<file path="src/design/bfp_pkg.sv">
package bfp_pkg;

  localparam logic [7:0]  SYNC_FIRST         = 8'hB5;
  localparam logic [7:0]  SYNC_SECOND        = 8'h62;
  localparam logic [15:0] PAYLOAD_LIMIT_INIT = 16'd256;
  localparam int          QUEUE_DEPTH        = 2;

  typedef enum logic [3:0] {
    PH_SYNC1  = 4'd0,
    PH_SYNC2  = 4'd1,
    PH_CLASS  = 4'd2,
    PH_ID     = 4'd3,
    PH_LEN_LO = 4'd4,
    PH_LEN_HI = 4'd5,
    PH_DATA   = 4'd6,
    PH_CK_A   = 4'd7,
    PH_CK_B   = 4'd8
  } phase_t;

  typedef enum logic {
    KIND_PAYLOAD = 1'b0,
    KIND_VERDICT = 1'b1
  } kind_t;

  typedef struct packed {
    kind_t       kind;
    logic [7:0]  data;
    logic [15:0] index;
    logic [7:0]  msg_class;
    logic [7:0]  msg_id;
    logic [15:0] length;
    logic        first_bad;
    logic        second_bad;
    logic        too_long;
    logic        good;
  } result_t;

endpackage

</file>
<file path="src/design/bfp_front.sv">
module bfp_front (
  input  logic               clk,
  input  logic               rst,
  input  logic               take,
  input  logic [7:0]         rx_byte,
  input  logic               cfg_we,
  input  logic [15:0]        cfg_wdata,
  output logic               push,
  output bfp_pkg::result_t   item
);

  bfp_pkg::phase_t phase, phase_next;
  logic [15:0] payload_limit;
  logic [7:0]  class_reg, class_reg_next;
  logic [7:0]  id_reg, id_reg_next;
  logic [15:0] length_reg, length_reg_next;
  logic [15:0] received_count, received_count_next;
  logic [7:0]  sum_a, sum_a_next;
  logic [7:0]  sum_b, sum_b_next;
  logic        length_ok, length_ok_next;
  logic        first_mismatch, first_mismatch_next;
  logic [7:0]  add_a;
  logic [7:0]  add_b;
  logic [15:0] full_length;
  logic [15:0] count_inc;

  assign add_a       = sum_a + rx_byte;
  assign add_b       = sum_b + add_a;
  assign full_length = {rx_byte, length_reg[7:0]};
  assign count_inc   = received_count + 16'd1;

  always_ff @(posedge clk) begin
    if (rst) begin
      phase          <= bfp_pkg::PH_SYNC1;
      payload_limit  <= bfp_pkg::PAYLOAD_LIMIT_INIT;
      class_reg      <= '0;
      id_reg         <= '0;
      length_reg     <= '0;
      received_count <= '0;
      sum_a          <= '0;
      sum_b          <= '0;
      length_ok      <= 1'b0;
      first_mismatch <= 1'b0;
    end else begin
      if (cfg_we) begin
        payload_limit <= cfg_wdata;
      end
      if (take) begin
        phase          <= phase_next;
        class_reg      <= class_reg_next;
        id_reg         <= id_reg_next;
        length_reg     <= length_reg_next;
        received_count <= received_count_next;
        sum_a          <= sum_a_next;
        sum_b          <= sum_b_next;
        length_ok      <= length_ok_next;
        first_mismatch <= first_mismatch_next;
      end
    end
  end

  always_comb begin
    phase_next          = phase;
    class_reg_next      = class_reg;
    id_reg_next         = id_reg;
    length_reg_next     = length_reg;
    received_count_next = received_count;
    sum_a_next          = sum_a;
    sum_b_next          = sum_b;
    length_ok_next      = length_ok;
    first_mismatch_next = first_mismatch;
    push                = 1'b0;
    item                = '0;
    item.msg_class      = class_reg;
    item.msg_id         = id_reg;
    item.length         = length_reg;
    unique case (phase)
      bfp_pkg::PH_SYNC2: begin
        if (rx_byte == bfp_pkg::SYNC_SECOND) begin
          sum_a_next = '0;
          sum_b_next = '0;
          phase_next = bfp_pkg::PH_CLASS;
        end else begin
          phase_next = bfp_pkg::PH_SYNC1;
        end
      end
      bfp_pkg::PH_CLASS: begin
        class_reg_next = rx_byte;
        sum_a_next     = add_a;
        sum_b_next     = add_b;
        phase_next     = bfp_pkg::PH_ID;
      end
      bfp_pkg::PH_ID: begin
        id_reg_next = rx_byte;
        sum_a_next  = add_a;
        sum_b_next  = add_b;
        phase_next  = bfp_pkg::PH_LEN_LO;
      end
      bfp_pkg::PH_LEN_LO: begin
        length_reg_next = {8'd0, rx_byte};
        sum_a_next      = add_a;
        sum_b_next      = add_b;
        phase_next      = bfp_pkg::PH_LEN_HI;
      end
      bfp_pkg::PH_LEN_HI: begin
        length_reg_next     = full_length;
        sum_a_next          = add_a;
        sum_b_next          = add_b;
        received_count_next = '0;
        first_mismatch_next = 1'b0;
        length_ok_next      = full_length < payload_limit;
        phase_next          = (full_length != 16'd0) ? bfp_pkg::PH_DATA : bfp_pkg::PH_CK_A;
      end
      bfp_pkg::PH_DATA: begin
        push                = length_ok;
        item.kind           = bfp_pkg::KIND_PAYLOAD;
        item.data           = rx_byte;
        item.index          = received_count;
        sum_a_next          = add_a;
        sum_b_next          = add_b;
        received_count_next = count_inc;
        if (count_inc == length_reg) begin
          phase_next = bfp_pkg::PH_CK_A;
        end
      end
      bfp_pkg::PH_CK_A: begin
        first_mismatch_next = rx_byte != sum_a;
        phase_next          = bfp_pkg::PH_CK_B;
      end
      bfp_pkg::PH_CK_B: begin
        push            = 1'b1;
        item.kind       = bfp_pkg::KIND_VERDICT;
        item.first_bad  = first_mismatch;
        item.second_bad = rx_byte != sum_b;
        item.too_long   = !length_ok;
        item.good       = !first_mismatch && (rx_byte == sum_b) && length_ok;
        phase_next      = bfp_pkg::PH_SYNC1;
      end
      default: begin
        phase_next = (rx_byte == bfp_pkg::SYNC_FIRST) ? bfp_pkg::PH_SYNC2 : bfp_pkg::PH_SYNC1;
      end
    endcase
    push = push && take;
  end

endmodule

</file>
<file path="src/design/bfp_queue.sv">
module bfp_queue #(
  parameter int Depth = bfp_pkg::QUEUE_DEPTH
) (
  input  logic             clk,
  input  logic             rst,
  input  logic             push,
  input  bfp_pkg::result_t push_item,
  input  logic             pop,
  output logic             full,
  output logic             not_empty,
  output bfp_pkg::result_t head
);

  localparam int PtrW = $clog2(Depth);
  localparam int CntW = $clog2(Depth + 1);
  localparam logic [PtrW-1:0] LastPtr = PtrW'(Depth - 1);

  bfp_pkg::result_t slots [Depth];
  logic [PtrW-1:0]  wr_ptr;
  logic [PtrW-1:0]  rd_ptr;
  logic [CntW-1:0]  count;
  logic             do_pop;

  assign full      = count == CntW'(Depth);
  assign not_empty = count != '0;
  assign head      = slots[rd_ptr];
  assign do_pop    = pop && not_empty;

  always_ff @(posedge clk) begin
    if (push) begin
      slots[wr_ptr] <= push_item;
    end
  end

  always_ff @(posedge clk) begin
    if (rst) begin
      wr_ptr <= '0;
      rd_ptr <= '0;
      count  <= '0;
    end else begin
      if (push) begin
        wr_ptr <= (wr_ptr == LastPtr) ? '0 : wr_ptr + 1'b1;
      end
      if (do_pop) begin
        rd_ptr <= (rd_ptr == LastPtr) ? '0 : rd_ptr + 1'b1;
      end
      if (push && !do_pop) begin
        count <= count + 1'b1;
      end else if (do_pop && !push) begin
        count <= count - 1'b1;
      end
    end
  end

endmodule

</file>
<file path="src/design/bfp_back.sv">
module bfp_back (
  input  logic             clk,
  input  logic             rst,
  input  logic             q_not_empty,
  input  bfp_pkg::result_t q_head,
  output logic             q_pop,
  input  logic             out_stall,
  output logic             out_valid,
  output bfp_pkg::result_t out_item
);

  assign q_pop = q_not_empty && (!out_valid || !out_stall);

  always_ff @(posedge clk) begin
    if (rst) begin
      out_valid <= 1'b0;
    end else if (!out_valid || !out_stall) begin
      out_valid <= q_not_empty;
    end
  end

  always_ff @(posedge clk) begin
    if (q_pop) begin
      out_item <= q_head;
    end
  end

endmodule

</file>
<file path="src/design/binary_frame_parser_fletcher8.sv">
// Binary frame parser with 8-bit Fletcher check.
// Input channel: one received byte per transfer on rx_byte (rx_valid/rx_stall).
// The parser hunts for sync bytes B5 62, takes class, id and a little-endian
// length, then forwards each payload byte as a result (result_kind 0) when the
// length is below payload_limit. The second checksum byte yields a frame-end
// result (result_kind 1) carrying header values and the error flags.
// Header, sync and first checksum bytes yield no result.
// Config: cfg_we writes cfg_wdata into payload_limit; sampled at the high
// length byte. Write only while the block is idle.
// Throughput: one byte per cycle while rx_stall is low; the parser state is registered on each accepted byte.
// Path: a result is written into the queue when its byte is transferred, then
// moves into the output register when the output is not stalled.
// Reset: parser waits for the first sync byte, payload_limit = 256, queue and
// output register empty.
// Output stall: the output register holds; the queue between parser and
// output absorbs up to QueueDepth results, then rx_stall rises until the
// output side drains.
module binary_frame_parser_fletcher8 #(
  parameter int QueueDepth = bfp_pkg::QUEUE_DEPTH
) (
  input  logic        clk,
  input  logic        rst,
  input  logic        rx_valid,
  output logic        rx_stall,
  input  logic [7:0]  rx_byte,
  input  logic        cfg_we,
  input  logic [15:0] cfg_wdata,
  output logic        result_valid,
  input  logic        result_stall,
  output logic        result_kind,
  output logic [7:0]  payload_byte,
  output logic [15:0] payload_index,
  output logic [7:0]  message_class,
  output logic [7:0]  message_id,
  output logic [15:0] payload_length,
  output logic        first_sum_bad,
  output logic        second_sum_bad,
  output logic        too_long,
  output logic        frame_good
);

  logic             take;
  logic             push;
  logic             q_full;
  logic             q_not_empty;
  logic             q_pop;
  bfp_pkg::result_t push_item;
  bfp_pkg::result_t q_head;
  bfp_pkg::result_t out_item;

  assign rx_stall = q_full;
  assign take     = rx_valid && !q_full;

  bfp_front u_front (
    .clk       (clk),
    .rst       (rst),
    .take      (take),
    .rx_byte   (rx_byte),
    .cfg_we    (cfg_we),
    .cfg_wdata (cfg_wdata),
    .push      (push),
    .item      (push_item)
  );

  bfp_queue #(
    .Depth (QueueDepth)
  ) u_queue (
    .clk       (clk),
    .rst       (rst),
    .push      (push),
    .push_item (push_item),
    .pop       (q_pop),
    .full      (q_full),
    .not_empty (q_not_empty),
    .head      (q_head)
  );

  bfp_back u_back (
    .clk         (clk),
    .rst         (rst),
    .q_not_empty (q_not_empty),
    .q_head      (q_head),
    .q_pop       (q_pop),
    .out_stall   (result_stall),
    .out_valid   (result_valid),
    .out_item    (out_item)
  );

  assign result_kind    = out_item.kind;
  assign payload_byte   = out_item.data;
  assign payload_index  = out_item.index;
  assign message_class  = out_item.msg_class;
  assign message_id     = out_item.msg_id;
  assign payload_length = out_item.length;
  assign first_sum_bad  = out_item.first_bad;
  assign second_sum_bad = out_item.second_bad;
  assign too_long       = out_item.too_long;
  assign frame_good     = out_item.good;

endmodule

</file>
<file path="config.mk">
export PLATFORM = sky130hd
export DESIGN_NAME = binary_frame_parser_fletcher8
export DESIGN_NICKNAME = d
export VERILOG_FILES = /design/src/design/bfp_pkg.sv /design/src/design/bfp_front.sv /design/src/design/bfp_queue.sv /design/src/design/bfp_back.sv /design/src/design/binary_frame_parser_fletcher8.sv
export SDC_FILE = /design/constraint.sdc
export NUM_CORES = 1
export LEC_CHECK = 0
export BUFFER_PORTS_ARGS = -buffer_cell sky130_fd_sc_hd__buf_2
export CAP_MARGIN = 40
export CORE_MARGIN = 2
export CORE_UTILIZATION = 60
export CTS_CLUSTER_DIAMETER = 60
export DETAILED_ROUTE_END_ITERATION = 8
export PLACE_DENSITY = 0.8
export REMOVE_ABC_BUFFERS = 1
export SYNTH_ARGS = -nofsm -noshare
export SYNTH_HDL_FRONTEND = slang
export SYNTH_HIERARCHICAL = 1
export SYNTH_SLANG_ARGS = --single-unit
</file>
<file path="constraint.sdc">
create_clock -name clk -period 7.95 [get_ports clk]
set_input_delay 1.1925 -clock clk [delete_from_list [all_inputs] [get_ports clk]]
set_output_delay 1.1925 -clock clk [all_outputs]
set_load 0.01 [all_outputs]
</file>
After elaboration in Yosys (flattened, before gate mapping)

Memories as Yosys holds them, arrays and structs flattened. A register that Yosys moved wholly into a read port is not among the register bits.
Index checks and enable logic that the tools add are counted.

Input port bits: 29
Memories kept: 1
Word-level logic and storage cells: 96
RAM bits: 122
Register bits: 91
Output and inout bits: 63

Muxes and demuxes: 21
Order comparisons: 1
Bitwise operators: 1
Add/subtract/negate cells: 7
Equal/unequal tests: 17
Reductions and logical operators: 33

Memories:

| memory        | words | width | rd ports | clocked after Yosys merged registers in | write ports | RTL line        | text |
|---|---|---|---|---|---|---|---|
| u_queue.slots | 2     | 61    | 1        | 1                                       | 1           | bfp_queue.sv:18 | `bfp_pkg::result_t slots [Depth];` |

Operators by type and width:

| kind                    | number |
|---|---|
| $pmux W16 S2            | 2 |
| $pmux W4 S8             | 1 |
| $pmux W8 S2             | 2 |
| $mux W24                | 1 |
| $add A16 B1 Y16 const B | 1 |
| $add A8 B8 Y8           | 2 |
| $eq A16 B16 Y1          | 1 |
| $eq A4 B3 Y1 const B    | 4 |
| $lt A16 B16 Y1          | 1 |
| $ne A8 B8 Y1            | 2 |
| $reduce_bool A16 Y1     | 1 |
| $reduce_and A2 Y1       | 7 |
| $reduce_bool A2 Y1      | 6 |
| $eq A4 B2 Y1 const B    | 2 |
| $eq A8 B7 Y1 const B    | 1 |
| $eq A8 B8 Y1            | 1 |
| $eq A8 B8 Y1 const B    | 1 |
| $logic_and A1 B1 Y1     | 8 |
| $mux W4                 | 2 |
| $mux W8                 | 1 |
| $logic_not A1 Y1        | 7 |
| $mux W1                 | 7 |
| $mux W2                 | 3 |
| $reduce_and A3 Y1       | 2 |
| other kinds (11)        | 14 |

Depth between registers and ports, before layout

Gate-level depths: netlist of run 1.

Word-level depth: 8
Depth in mapped cells: 14
Depth with buffers taken out: 14

By module

The synthesis of run 1 kept the hierarchy.

Modules (own cells, without submodules):

| module                        | times used | seq. area each (um^2) | area each (um^2) | cells an instance |
|---|---|---|---|---|
| bfp_front                     | 1          | 1,721.7               | 5,176.2          | 638 |
| bfp_queue                     | 1          | 3,763.6               | 4,611.9          | 212 |
| bfp_back                      | 1          | 1,851.8               | 1,868.0          | 65 |
| binary_frame_parser_fletcher8 | 1          | 0.0                   | 13.8             | 1 |

Least setup slack after synthesis of run 1

Ideal clock, no wire load.

Path type: input-to-reg
Start point: input result_stall
End point: register u_queue.count[1]
Arrival: 5,788 ps
Setup time: 70 ps
Stages: 5
Required time: 7,880 ps
Buffers on the path: 0
Slack: 2,092 ps
Cell sequence: a21boi_1 o21ai_0 ha_1 or3_1 a21oi_1

Word-level cells in the longest chain between the ends: 7
Elaborated cells between the ends (all ways): 9
Classes of those cells: mux: 1; reduce/logical: 8

Ends and longest elaborated chain:

| element                                              | RTL line                            | text |
|---|---|---|
| from (decl)                                          | binary_frame_parser_fletcher8.sv:29 | `input logic result_stall,` |
| $logic_not A1 Y1 (*)                                 | bfp_back.sv:12                      | `assign q_pop = q_not_empty && (!out_valid \|\| !out_stall);` |
| $logic_or A1 B1 Y1 (*)                               | bfp_back.sv:12                      |  |
| $logic_and A1 B1 Y1 (*)                              | bfp_back.sv:12                      |  |
| $logic_and A1 B1 Y1 (*)                              | bfp_queue.sv:27                     | `assign do_pop = pop && not_empty;` |
| $logic_not A1 Y1                                     | bfp_queue.sv:47                     | `if (push && !do_pop) begin` |
| $logic_and A1 B1 Y1                                  | bfp_queue.sv:47                     |  |
| $mux W2 / $reduce_bool A2 Y1 (equally long branches) | n/a                                 |  |
| to (signal assigned)                                 | bfp_queue.sv:48                     | `count <= count + 1'b1;` |
| to (signal assigned)                                 | bfp_queue.sv:50                     | `count <= count - 1'b1;` |
| to (decl)                                            | bfp_queue.sv:21                     | `logic [CntW-1:0] count;` |

Every way passes the cells marked *; elsewhere a longest branch is shown, timed or not.
A chain may end at the register's enable or synchronous reset.

Final worst setup path of run 1

Start point: input rx_byte[0]
End point: register u_front.sum_b[7]

Word-level cells in the longest chain between the ends: 3
Elaborated cells between the ends (all ways): 6
Classes of those cells: add/sub: 2; eq/ne: 2; mux: 1; reduce/logical: 1

Ends and longest elaborated chain:

| element                                                 | RTL line                            | text |
|---|---|---|
| from (decl)                                             | binary_frame_parser_fletcher8.sv:25 | `input logic [7:0] rx_byte,` |
| $add A8 B8 Y8 / $eq A8 B7 Y1 (equally long branches)    | bfp_front.sv:27, bfp_front.sv:79    |  |
| $add A8 B8 Y8 / $ne A2 B1 Y1 (equally long branches)    | n/a                                 |  |
| $pmux W8 S2 / $reduce_and A3 Y1 (equally long branches) | n/a                                 |  |
| to (signal assigned)                                    | bfp_front.sv:55                     | `sum_b <= sum_b_next;` |
| to (decl)                                               | bfp_front.sv:19                     | `logic [7:0] sum_b, sum_b_next;` |

Several ways; a longest one is shown, not always the timed one.

==> results of run 1 <==
==> worst max-delay path: cells and delay by family <==
| kind | cells | cell delay, ps |
|---|---|---|
| xor gates and xnor gates | 2 | 300 |
| buffers and inverters | 1 | 180 |
| and+or+nand+nor | 2 | 420 |
| AOI/OAI and AO/OA | 5 | 1070 |
| adders and majority gates | 3 | 970 |
==> cells by family after synthesis <==
kind of cell               count (synthesis)
AOI/OAI and AO/OA                        139
buffers and inverters                     73
muxes                                     94
and+or+nand+nor                          257
DFF                                      275
xor gates and xnor gates                  45
adders and majority gates                 33
==> metrics by stage <==
step	instance area, um2	power [mW]	hold WS (ps)
4_1_cts	13250	2.882	456.3
2_1_floorplan	11440	1.577	424.9
3_3_place_gp	12310	1.608	431.0
6_report	13250	2.858	453.2
5_1_grt	13250	2.944	472.3
3_5_place_dp	12330	1.610	441.6
==> area by class of cell <==
cell class / instances / area [um2]
fillers: 1385 / 6025
inverters: 24 / 90.09
well taps: 265 / 331.6
clock inverters: 13 / 126.4
repair buffers: 100 / 530.5
multi-input cells: 568 / 4040
clock buffers: 38 / 789.5
flip-flops and latches: 275 / 7338
==> power breakdown <==
part	switching [mW]	total [mW]	leakage [nW]	internal [mW]
Clock	0.518	1.28	0.445	0.760
Sequential	0.00253	1.51	2.33	1.51
Combinational	0.0419	0.0669	1.97	0.0250
==> metal layers <==
metal  global-route usage  wire [um]
met2               0.3777      11130
met5                    0          0
met4              0.08514        648
met1               0.2999       9771
met3              0.03965       1491
==> cells in the final DEF, fill, tap and decap left out, drive strengths merged, types with 12 or more instances in the layout <==
cell	n
xor2	12
clkbuf	38
ha	31
and2	28
dfxtp	92
nand3	28
mux2i	33
nor2	80
edfxtp	183
a21oi	59
xnor2	33
mux2	61
inv	25
nor3	16
nand2	52
o21ai	29
buf	100
a22oi	12
==> worst max path at each step <==
stage                  endpoint  slack (ps)  cells after the start
4_1_cts        u_front/sum_b[7]        4330                     13
5_1_grt        u_front/sum_b[7]        3990                     13
6_report       u_front/sum_b[7]        4300                     13
3_5_place_dp   u_front/sum_b[7]        3780                     13
2_1_floorplan  u_queue/count[1]        2090                      5
3_3_place_gp   u_front/sum_b[7]        3840                     13
==> reports/metrics.csv, run 1 <==
stage,metric,value,unit
clock_tree,cts_root_buf,clkbuf_16,
outcome,status,completed,
detailed_routing,via_per_inst,5.789,
yosys,synthMostInstantiatedCell,edfxtp_1,
yosys,synth_area_leader_cell,edfxtp_1,
yosys,synth_top_family_by_area,simple AND/OR/NAND/NOR gates,
clock_tree,numCtsBuffers,28,
yosys,ys_types,62,
floorplanning,rows,51,
clock_tree,postCtsSetupBuffers,0,
floorplanning,fp.dieH,143.5,um
global_routing,antenna_found_initial,0,
clock_tree,cts_tree,done,
sta,finalMaxSlewViolations,0,
cells_and_area,final_util,0.6874,
sta,min_period_over_period,0.4590,
place,place_inst,1232,
clock_tree,clk_latency,540,ps
yosys,synthAdderAreaFrac,0.03667,
worst_hold_path,holdCritStartpoint,u_front/id_reg[3],
yosys,async_flop_share,0,
clock_tree,cts_sinks,275,
cells_and_area,fin_nets,1059,
cells_and_area,antenna_cells,0,
floorplanning,start_util,0.6056,
floorplanning,io_pins,92,
detailed_routing,postRouteWirelength,23.04,mm
worst_setup_path,arrival,4130,ps
detailed_routing,dr_total_vias,7427,
sta,worst_pin_slew,884.0,ps
worst_setup_path,path_max_fanout,10,
global_routing,track_usage,0.2268,
yosys,synthTopCellsByArea,"edfxtp_1 47%, dfxtp_1 16%, mux2_2 5.9%, ha_1 3.3%, mux2i_1 2.8%",
sta,slew_headroom,0.4107,
power_and_ir_drop,p_leak,4.748,nW
power_and_ir_drop,vdd_ir_drop_max,0.0001405,V
yosys,yosys_register_bits,275,
yosys,yosys.area.top_type_share,0.4709,
yosys,ys_top_cells_by_count,"183 x edfxtp_1, 92 x dfxtp_1, 79 x nor2_1",
worst_setup_path,path_cells,"buf_2, ha_1, fa_1, a21o_1, a21oi_1, xnor2_1, ha_1, nand3_1, o211ai_1, o41ai_1, xnor2_1, nor4b_1, o31a_1",
place,gp_congestion,0.8952,
worst_setup_path,crit_type,primary input to register,
yosys,synthFlopType,edfxtp_1,
yosys,yosys.area_share.simple,0.1125,
place,dpl.hpwl,14.09,mm
yosys,ys_warn_count,6,
global_routing,grt_first_pass_wirelength,36.65,mm
cells_and_area,reg_top3,"u_queue/slots: 122 flops, u_back/out_item: 61 flops",
sta,tns,0,ps
yosys,synth_edf_count,183,
place,io_buffers,91,
cells_and_area,finalNonFillerCells,1283,
yosys,avgSynthCellArea,12.74,um2
floorplanning,die_x,143.5,um
worst_setup_path,worst_path_max_delay_cell,fa_1,
clock_tree,postCtsHoldBufs,0,
place,pre_cts_ws,3784,ps
sta,finalSetupViolCount,0,
sta,finClkSkew,14.99,ps
yosys,syn_inst,916,
yosys,synth_compound_area_frac,0.07226,
worst_setup_path,crit_path_start_kind,primary input,
floorplanning,core,19270,um2
sta,finalHoldViolations,0,
detailed_routing,drc_errors,0,
sta,max_freq,274.0,MHz
power_and_ir_drop,cellPowerDensity,215.7,nW/um2
worst_hold_path,hold_path.class,register to register,
clock_tree,cts_resized,0,
yosys,synth-xor-area-share,0.03538,
detailed_routing,drtIter0Drc,602,
worst_setup_path,reg2reg_from,u_front/phase[1],
detailed_routing,antenna_left,0,
global_routing,grt_pass1_vias,7302,
worst_setup_path,r2r-end,u_queue/slots[1][43],
cells_and_area,top_register,u_queue/slots,
cells_and_area,area_delta_synth_final,13.51,%
worst_hold_path,hold_path_end,u_queue/slots[0][23],
detailed_routing,drtPass1Iterations,7,
worst_setup_path,r2r_setup_slack,4830,ps
sta,rsz0062_at_grt,no,
clock_tree,clk_pin_slew_worst_paths,60,ps
run,cap_violations,0,
cells_and_area,largest_reg_flops,122,
global_routing,grt_max_degree,63,
yosys,synth_seq_area_share,0.6287,
worst_setup_path,worstSetupStartpoint,rx_byte[0],
clock_tree,cts_buffer_depth,3,
worst_setup_path,max_stage_delay,400,ps
yosys,synth.area.mux_share,0.08717,
sta,setup_slack,4301,ps
sta,period_minus_slack,3649,ps
global_routing,gr-total-overflow,0,
cells_and_area,layout-drive-gt1-share,0.2151,
floorplanning,dieArea,20580,um2
clock_tree,cts_max_level,1,
worst_setup_path,crit_path_end_kind,register,
worst_setup_path,r2r_cells,7,
worst_setup_path,worstPathRequired,8430,ps
worst_hold_path,whs_path_depth,0,
detailed_routing,avgRoutedWirePerCell,17.96,um
yosys,syn_area,11670,um2
No activity file was read; power rests on OpenSTA's default activity.
==> run 2: changes to the inputs <==
clock period = 3.7 ns   (was 7.95 ns; I/O delays follow)
==> reports/metrics.csv, run 2 (synthesis gave the netlist of run 1 again) <==
stage,metric,value,unit,change
worst_setup_path,path_cells,"ha_1, fa_1, a21o_1, a21oi_1, xnor2_1, ha_1, nand2_1, o211ai_1, o41ai_1, xnor2_1, and3_1, o31a_1",,"was buf_2, ha_1, fa_1, a21o_1, a21oi_1, xnor2_1, ha_1, nand3_1, o211ai_1, o41ai_1, xnor2_1, nor4b_1, o31a_1"
cells_and_area,final_area,13340,um2,was 13250 um2
floorplanning,rows,51,,unchanged
cells_and_area,fin_nets,1069,,was 1059
cells_and_area,final_util,0.6921,,was 0.6874
place,pre_cts_ws,172.2,ps,was 3784 ps
clock_tree,cts_tree,done,,unchanged
floorplanning,fp.dieH,143.5,um,unchanged
worst_setup_path,crit_family,compound AO/OA/AOI/OAI gates,,unchanged
detailed_routing,avgRoutedWirePerCell,17.42,um,was 17.96 um
sta,rsz0062_at_grt,no,,unchanged
sta,max_freq,316.2,MHz,
detailed_routing,drtPass1Iterations,7,,unchanged
sta,finalSetupViolCount,0,,unchanged
worst_setup_path,crit_type,register to register,,was primary input to register
clock_tree,numCtsBuffers,27,,was 28
outcome,status,completed,,unchanged
worst_hold_path,hold_path.class,primary input to register,,was register to register
power_and_ir_drop,vdd_ir_drop_max,0.0003869,V,was 0.0001405 V
global_routing,track_usage,0.2205,,was 0.2268
place,dpl.hpwl,14.29,mm,was 14.09 mm
clock_tree,clk_latency,530,ps,was 540 ps
clock_tree,clk_pin_slew_worst_paths,60,ps,about the same
cells_and_area,layout-drive-gt1-share,0.2298,,was 0.2151
sta,period_minus_slack,3163,ps,
worst_setup_path,worstPathRequired,4120,ps,was 8430 ps
worst_setup_path,max_stage_delay,400,ps,about the same
cells_and_area,finalNonFillerCells,1292,,was 1283
worst_setup_path,crit_path_start_kind,register,,was primary input
cells_and_area,reg_top3,"u_queue/slots: 122 flops, u_back/out_item: 61 flops",,unchanged
place,placed_cell_area,12440,um2,was 12330 um2
detailed_routing,postRouteWirelength,22.51,mm,was 23.04 mm
worst_setup_path,arrival,3580,ps,was 4130 ps
place,place_inst,1243,,was 1232
cells_and_area,nFillCells,1420,,was 1385
sta,min_period_over_period,0.8548,,
power_and_ir_drop,p_leak,4.891,nW,was 4.748 nW
floorplanning,dieArea,20580,um2,unchanged
clock_tree,postCtsSetupBuffers,0,,unchanged
clock_tree,cts_buffer_depth,3,,unchanged
clock_tree,cts_root_buf,clkbuf_16,,unchanged
sta,whs,245.3,ps,was 453.2 ps
worst_setup_path,critPathBufInv,0,,was 1
floorplanning,io_pins,92,,unchanged
worst_setup_path,worst_path_max_delay_cell,fa_1,,unchanged
detailed_routing,dr_total_vias,7385,,was 7427
cells_and_area,antenna_cells,0,,unchanged
place,io_buffers,91,,unchanged
sta,slew_headroom,0.4571,,was 0.4107
cells_and_area,area_delta_synth_final,14.28,%,was 13.51%
detailed_routing,antenna_left,0,,unchanged
worst_setup_path,worstSetupStartpoint,u_front/sum_a[0],,was rx_byte[0]
cells_and_area,largest_reg_flops,122,,unchanged
global_routing,grt_max_degree,62,,was 63
global_routing,grt_pass1_vias,7112,,was 7302
detailed_routing,via_per_inst,5.716,,was 5.789
global_routing,antenna_found_initial,0,,unchanged
global_routing,gr-total-overflow,0,,unchanged
worst_setup_path,crit_path_end_kind,register,,unchanged
sta,finClkSkew,13.21,ps,was 14.99 ps
clock_tree,cts_sinks,275,,unchanged
sta,finalMaxSlewViolations,0,,unchanged
floorplanning,start_util,0.6056,,unchanged
detailed_routing,drc_errors,0,,unchanged
detailed_routing,drtIter0Drc,682,,was 602
worst_hold_path,holdCritStartpoint,cfg_wdata[8],,was u_front/id_reg[3]
clock_tree,postCtsHoldBufs,0,,unchanged
place,gp_congestion,0.8636,,was 0.8952
sta,setup_slack,537.3,ps,was 4301 ps
power_and_ir_drop,cellPowerDensity,460.9,nW/um2,was 215.7 nW/um2
cells_and_area,final_cell_mix,"183 x edfxtp_1, 91 x buf_2, 91 x dfxtp_1, 79 x nor2_1, 61 x mux2_2",,unchanged
clock_tree,cts_resized,0,,unchanged
worst_setup_path,reg2reg_from,u_front/sum_a[0],,was u_front/phase[1]
floorplanning,die_x,143.5,um,unchanged
run,cap_violations,0,,unchanged
sta,finalHoldViolations,0,,unchanged
cells_and_area,final_common_cell,edfxtp_1,,unchanged
sta,worst_pin_slew,814.3,ps,was 884.0 ps
floorplanning,core,19270,um2,unchanged
worst_setup_path,path_max_fanout,5,,was 10
global_routing,grt_first_pass_wirelength,35.89,mm,was 36.65 mm
clock_tree,cts_max_level,1,,unchanged
cells_and_area,top_register,u_queue/slots,,unchanged
==> run 2: cell types whose count changed in the layout (fill, tap and decap cells not counted), sizes merged <==
| cell | previous run | this run |
|---|---|---|
| clkbuf | 38 | 29 |
| buf | 100 | 111 |
| clkinv | 9 | 11 |
| clkinvlp | 1 | 4 |
| bufinv | 2 | 4 |
==> run 2: final timing paths <==
kind	to	slack, ps	cells past startpoint
max	u_front/sum_b[7]	540	12
min	u_front/payload_limit[8]	250	3
max reg2reg	u_front/sum_b[7]	540	12
min reg2reg	u_queue/slots[0][34]	450	0
==> run 2: cell type report <==
cell class | instances | area (um2) | share of cell area
Sequential cell | 275 | 7338 | 0.5502
Multi-Input combinational cell | 568 | 4034 | 0.3025
Clock buffer | 29 | 693.2 | 0.05198
Timing Repair Buffer | 111 | 643.1 | 0.04822
Tap cell | 265 | 331.6 | 0.02486
Clock inverter | 20 | 206.4 | 0.01548
Inverter | 24 | 90.09 | 0.006755
==> run 2: report_power, final <==
part | internal (mW) | total, mW | switching, mW
clock | 1.63 | 2.74 | 1.11
combinational | 0.0589 | 0.152 | 0.0932
sequential | 3.25 | 3.25 | 0.00539
==> run 2: worst min-delay path: cells and delay by family <==
| family | cells | cell delay [ps] |
|---|---|---|
| AO/OA/AOI/OAI | 1 | 60 |
| AND/OR/NAND/NOR | 1 | 40 |
| buffers and inverters | 1 | 70 |
==> run 2: per-stage QoR <==
stage	power [mW]	setup TNS [ps]
2_1_floorplan	3.388	-91580
3_3_place_gp	3.465	0
3_5_place_dp	3.469	0
4_1_cts	6.196	0
5_1_grt	6.323	0
6_report	6.147	0
==> run 2: layer usage <==
layer	routed length, um	GRT usage	vias to the layer above	share of wire
met2	10880	0.3677	270	0.48
met5	0	0	-	0
met4	545	0.07121	0	0.024
li1	-	-	3518	-
met1	9648	0.2973	3552	0.43
met3	1432	0.03699	45	0.064
==> run 3: changes to the inputs <==
CORE_MARGIN = 4   (was 2)
SLEW_MARGIN = 20   (was not set)
==> reports/metrics.csv, run 3 (synthesis gave the netlist of run 1 again) <==
stage,metric,value,unit,change
global_routing,grt_max_degree,62,,unchanged
cells_and_area,antenna_cells,0,,unchanged
clock_tree,numCtsBuffers,27,,unchanged
cells_and_area,final_area,13300,um2,was 13340 um2
worst_setup_path,path_max_fanout,5,,unchanged
detailed_routing,via_per_inst,5.715,,was 5.716
sta,finalMaxSlewViolations,0,,unchanged
clock_tree,clk_latency,530,ps,about the same
global_routing,antenna_found_initial,0,,unchanged
floorplanning,core,18890,um2,was 19270 um2
global_routing,grt_pass1_vias,7329,,was 7112
global_routing,gr-total-overflow,0,,unchanged
detailed_routing,postRouteWirelength,22.93,mm,was 22.51 mm
sta,max_freq,328.2,MHz,was 316.2 MHz
place,gp_congestion,0.8692,,was 0.8636
cells_and_area,nFillCells,1322,,was 1420
sta,whs,249.1,ps,was 245.3 ps
floorplanning,io_pins,92,,unchanged
cells_and_area,final_common_cell,edfxtp_1,,unchanged
cells_and_area,layout-drive-gt1-share,0.2219,,was 0.2298
detailed_routing,dr_total_vias,7332,,was 7385
clock_tree,cts_buffer_depth,3,,unchanged
detailed_routing,antenna_left,0,,unchanged
sta,rsz0062_at_grt,no,,unchanged
sta,finClkSkew,18.87,ps,was 13.21 ps
place,io_buffers,91,,unchanged
floorplanning,dieArea,21740,um2,was 20580 um2
cells_and_area,top_register,u_queue/slots,,unchanged
cells_and_area,fin_nets,1065,,was 1069
detailed_routing,wl_met3,1.619,mm,was 1.432 mm
place,dpl.hpwl,14.07,mm,was 14.29 mm
sta,min_period_over_period,0.8236,,was 0.8548
worst_setup_path,arrival,3470,ps,was 3580 ps
clock_tree,postCtsHoldBufs,0,,unchanged
cells_and_area,largest_reg_flops,122,,unchanged
floorplanning,die_x,147.5,um,was 143.5 um
clock_tree,cts_resized,0,,unchanged
cells_and_area,reg_top3,"u_queue/slots: 122 flops, u_back/out_item: 61 flops",,unchanged
detailed_routing,drtIter0Drc,628,,was 682
outcome,status,completed,,unchanged
floorplanning,fp.dieH,147.5,um,was 143.5 um
clock_tree,postCtsSetupBuffers,0,,unchanged
sta,tns,0,ps,unchanged
sta,slew_headroom,0.5045,,was 0.4571
detailed_routing,drtPass1Iterations,5,,was 7
cells_and_area,area_delta_synth_final,13.99,%,was 14.28%
global_routing,grt_first_pass_wirelength,37.25,mm,was 35.89 mm
sta,finalHoldViolations,0,,unchanged
sta,finalSetupViolCount,0,,unchanged
worst_hold_path,hold_path.class,primary input to register,,unchanged
cells_and_area,final_cell_mix,"183 x edfxtp_1, 91 x buf_2, 91 x dfxtp_1, 79 x nor2_1, 61 x mux2_2",,unchanged
floorplanning,rows,50,,was 51
power_and_ir_drop,power.total,6.121,mW,was 6.147 mW
clock_tree,cts_root_buf,clkbuf_16,,unchanged
sta,worst_pin_slew,738.3,ps,was 814.3 ps
cells_and_area,final_util,0.7041,,was 0.6921
cells_and_area,finalNonFillerCells,1283,,was 1292
clock_tree,cts_tree,done,,unchanged
floorplanning,start_util,0.6177,,was 0.6056
power_and_ir_drop,p_leak,4.869,nW,was 4.891 nW
sta,setup_slack,652.7,ps,was 537.3 ps
clock_tree,clk_pin_slew_worst_paths,60,ps,about the same
detailed_routing,avgRoutedWirePerCell,17.87,um,was 17.42 um
run,cap_violations,0,,unchanged
detailed_routing,met1_length,9.661,mm,was 9.648 mm
worst_setup_path,crit_type,register to register,,unchanged
detailed_routing,drc_errors,0,,unchanged
worst_setup_path,crit_path_end_kind,register,,unchanged
sta,period_minus_slack,3047,ps,was 3163 ps
clock_tree,cts_sinks,275,,unchanged
clock_tree,cts_max_level,1,,unchanged
detailed_routing,wl_met2,11.05,mm,was 10.88 mm
global_routing,track_usage,0.2096,,was 0.2205
worst_setup_path,crit_path_start_kind,register,,unchanged
place,place_inst,1232,,was 1243
place,placed_cell_area,12370,um2,was 12440 um2
place,pre_cts_ws,295.2,ps,was 172.2 ps
power_and_ir_drop,cellPowerDensity,460.1,nW/um2,was 460.9 nW/um2
worst_setup_path,worstPathRequired,4120,ps,about the same
detailed_routing,highest_layer,met4,,unchanged
power_and_ir_drop,vdd_ir_drop_max,0.0004901,V,was 0.0003869 V
run 3: final timing paths:
kind | start | cells after the start | slack [ps] | end
max reg2reg | u_front/sum_a[0] | 12 | 650 | u_front/sum_b[7]
min | cfg_wdata[8] | 3 | 250 | u_front/payload_limit[8]
min reg2reg | u_front/sum_a[6] | 2 | 460 | u_front/sum_a[6]
max | u_front/sum_a[0] | 12 | 650 | u_front/sum_b[7]
run 3: worst max-delay path: stages, from the launching register on:
cell      delay [ps]
dfxtp_1          320
ha_1             210
fa_1             400
a21o_1           190
a21oi_1          220
xnor2_1          170
ha_1             320
nand3_1          100
o211ai_1         110
o41ai_1          320
xnor2_1          180
nor4b_1           80
o31a_1           310
run 3: report_power, final:
group          leakage, nW  switching (mW)  internal (mW)
Combinational         2.02          0.0924         0.0567
Sequential            2.41         0.00530           3.25
Clock                0.437            1.11           1.61
Total                 4.87            1.20           4.92
run 3: layout make-up:
type                    count  area [um2]  area share
flip-flops and latches    275        7338      0.5516
multi-input cells         568        4034      0.3032
clock buffers              36       739.5     0.05559
repair buffers            107       625.6     0.04703
well taps                 260       325.3     0.02445
clock inverters            13       150.1     0.01129
inverters                  24       90.09    0.006772
run 3: metal layers:
| layer | vias up | GRT usage |
|---|---|---|
| met1 | 3497 | 0.2862 |
| met4 | 0 | 0.07456 |
| li1 | 3511 | - |
| met5 | - | 0 |
| met2 | 272 | 0.3445 |
| met3 | 52 | 0.03403 |
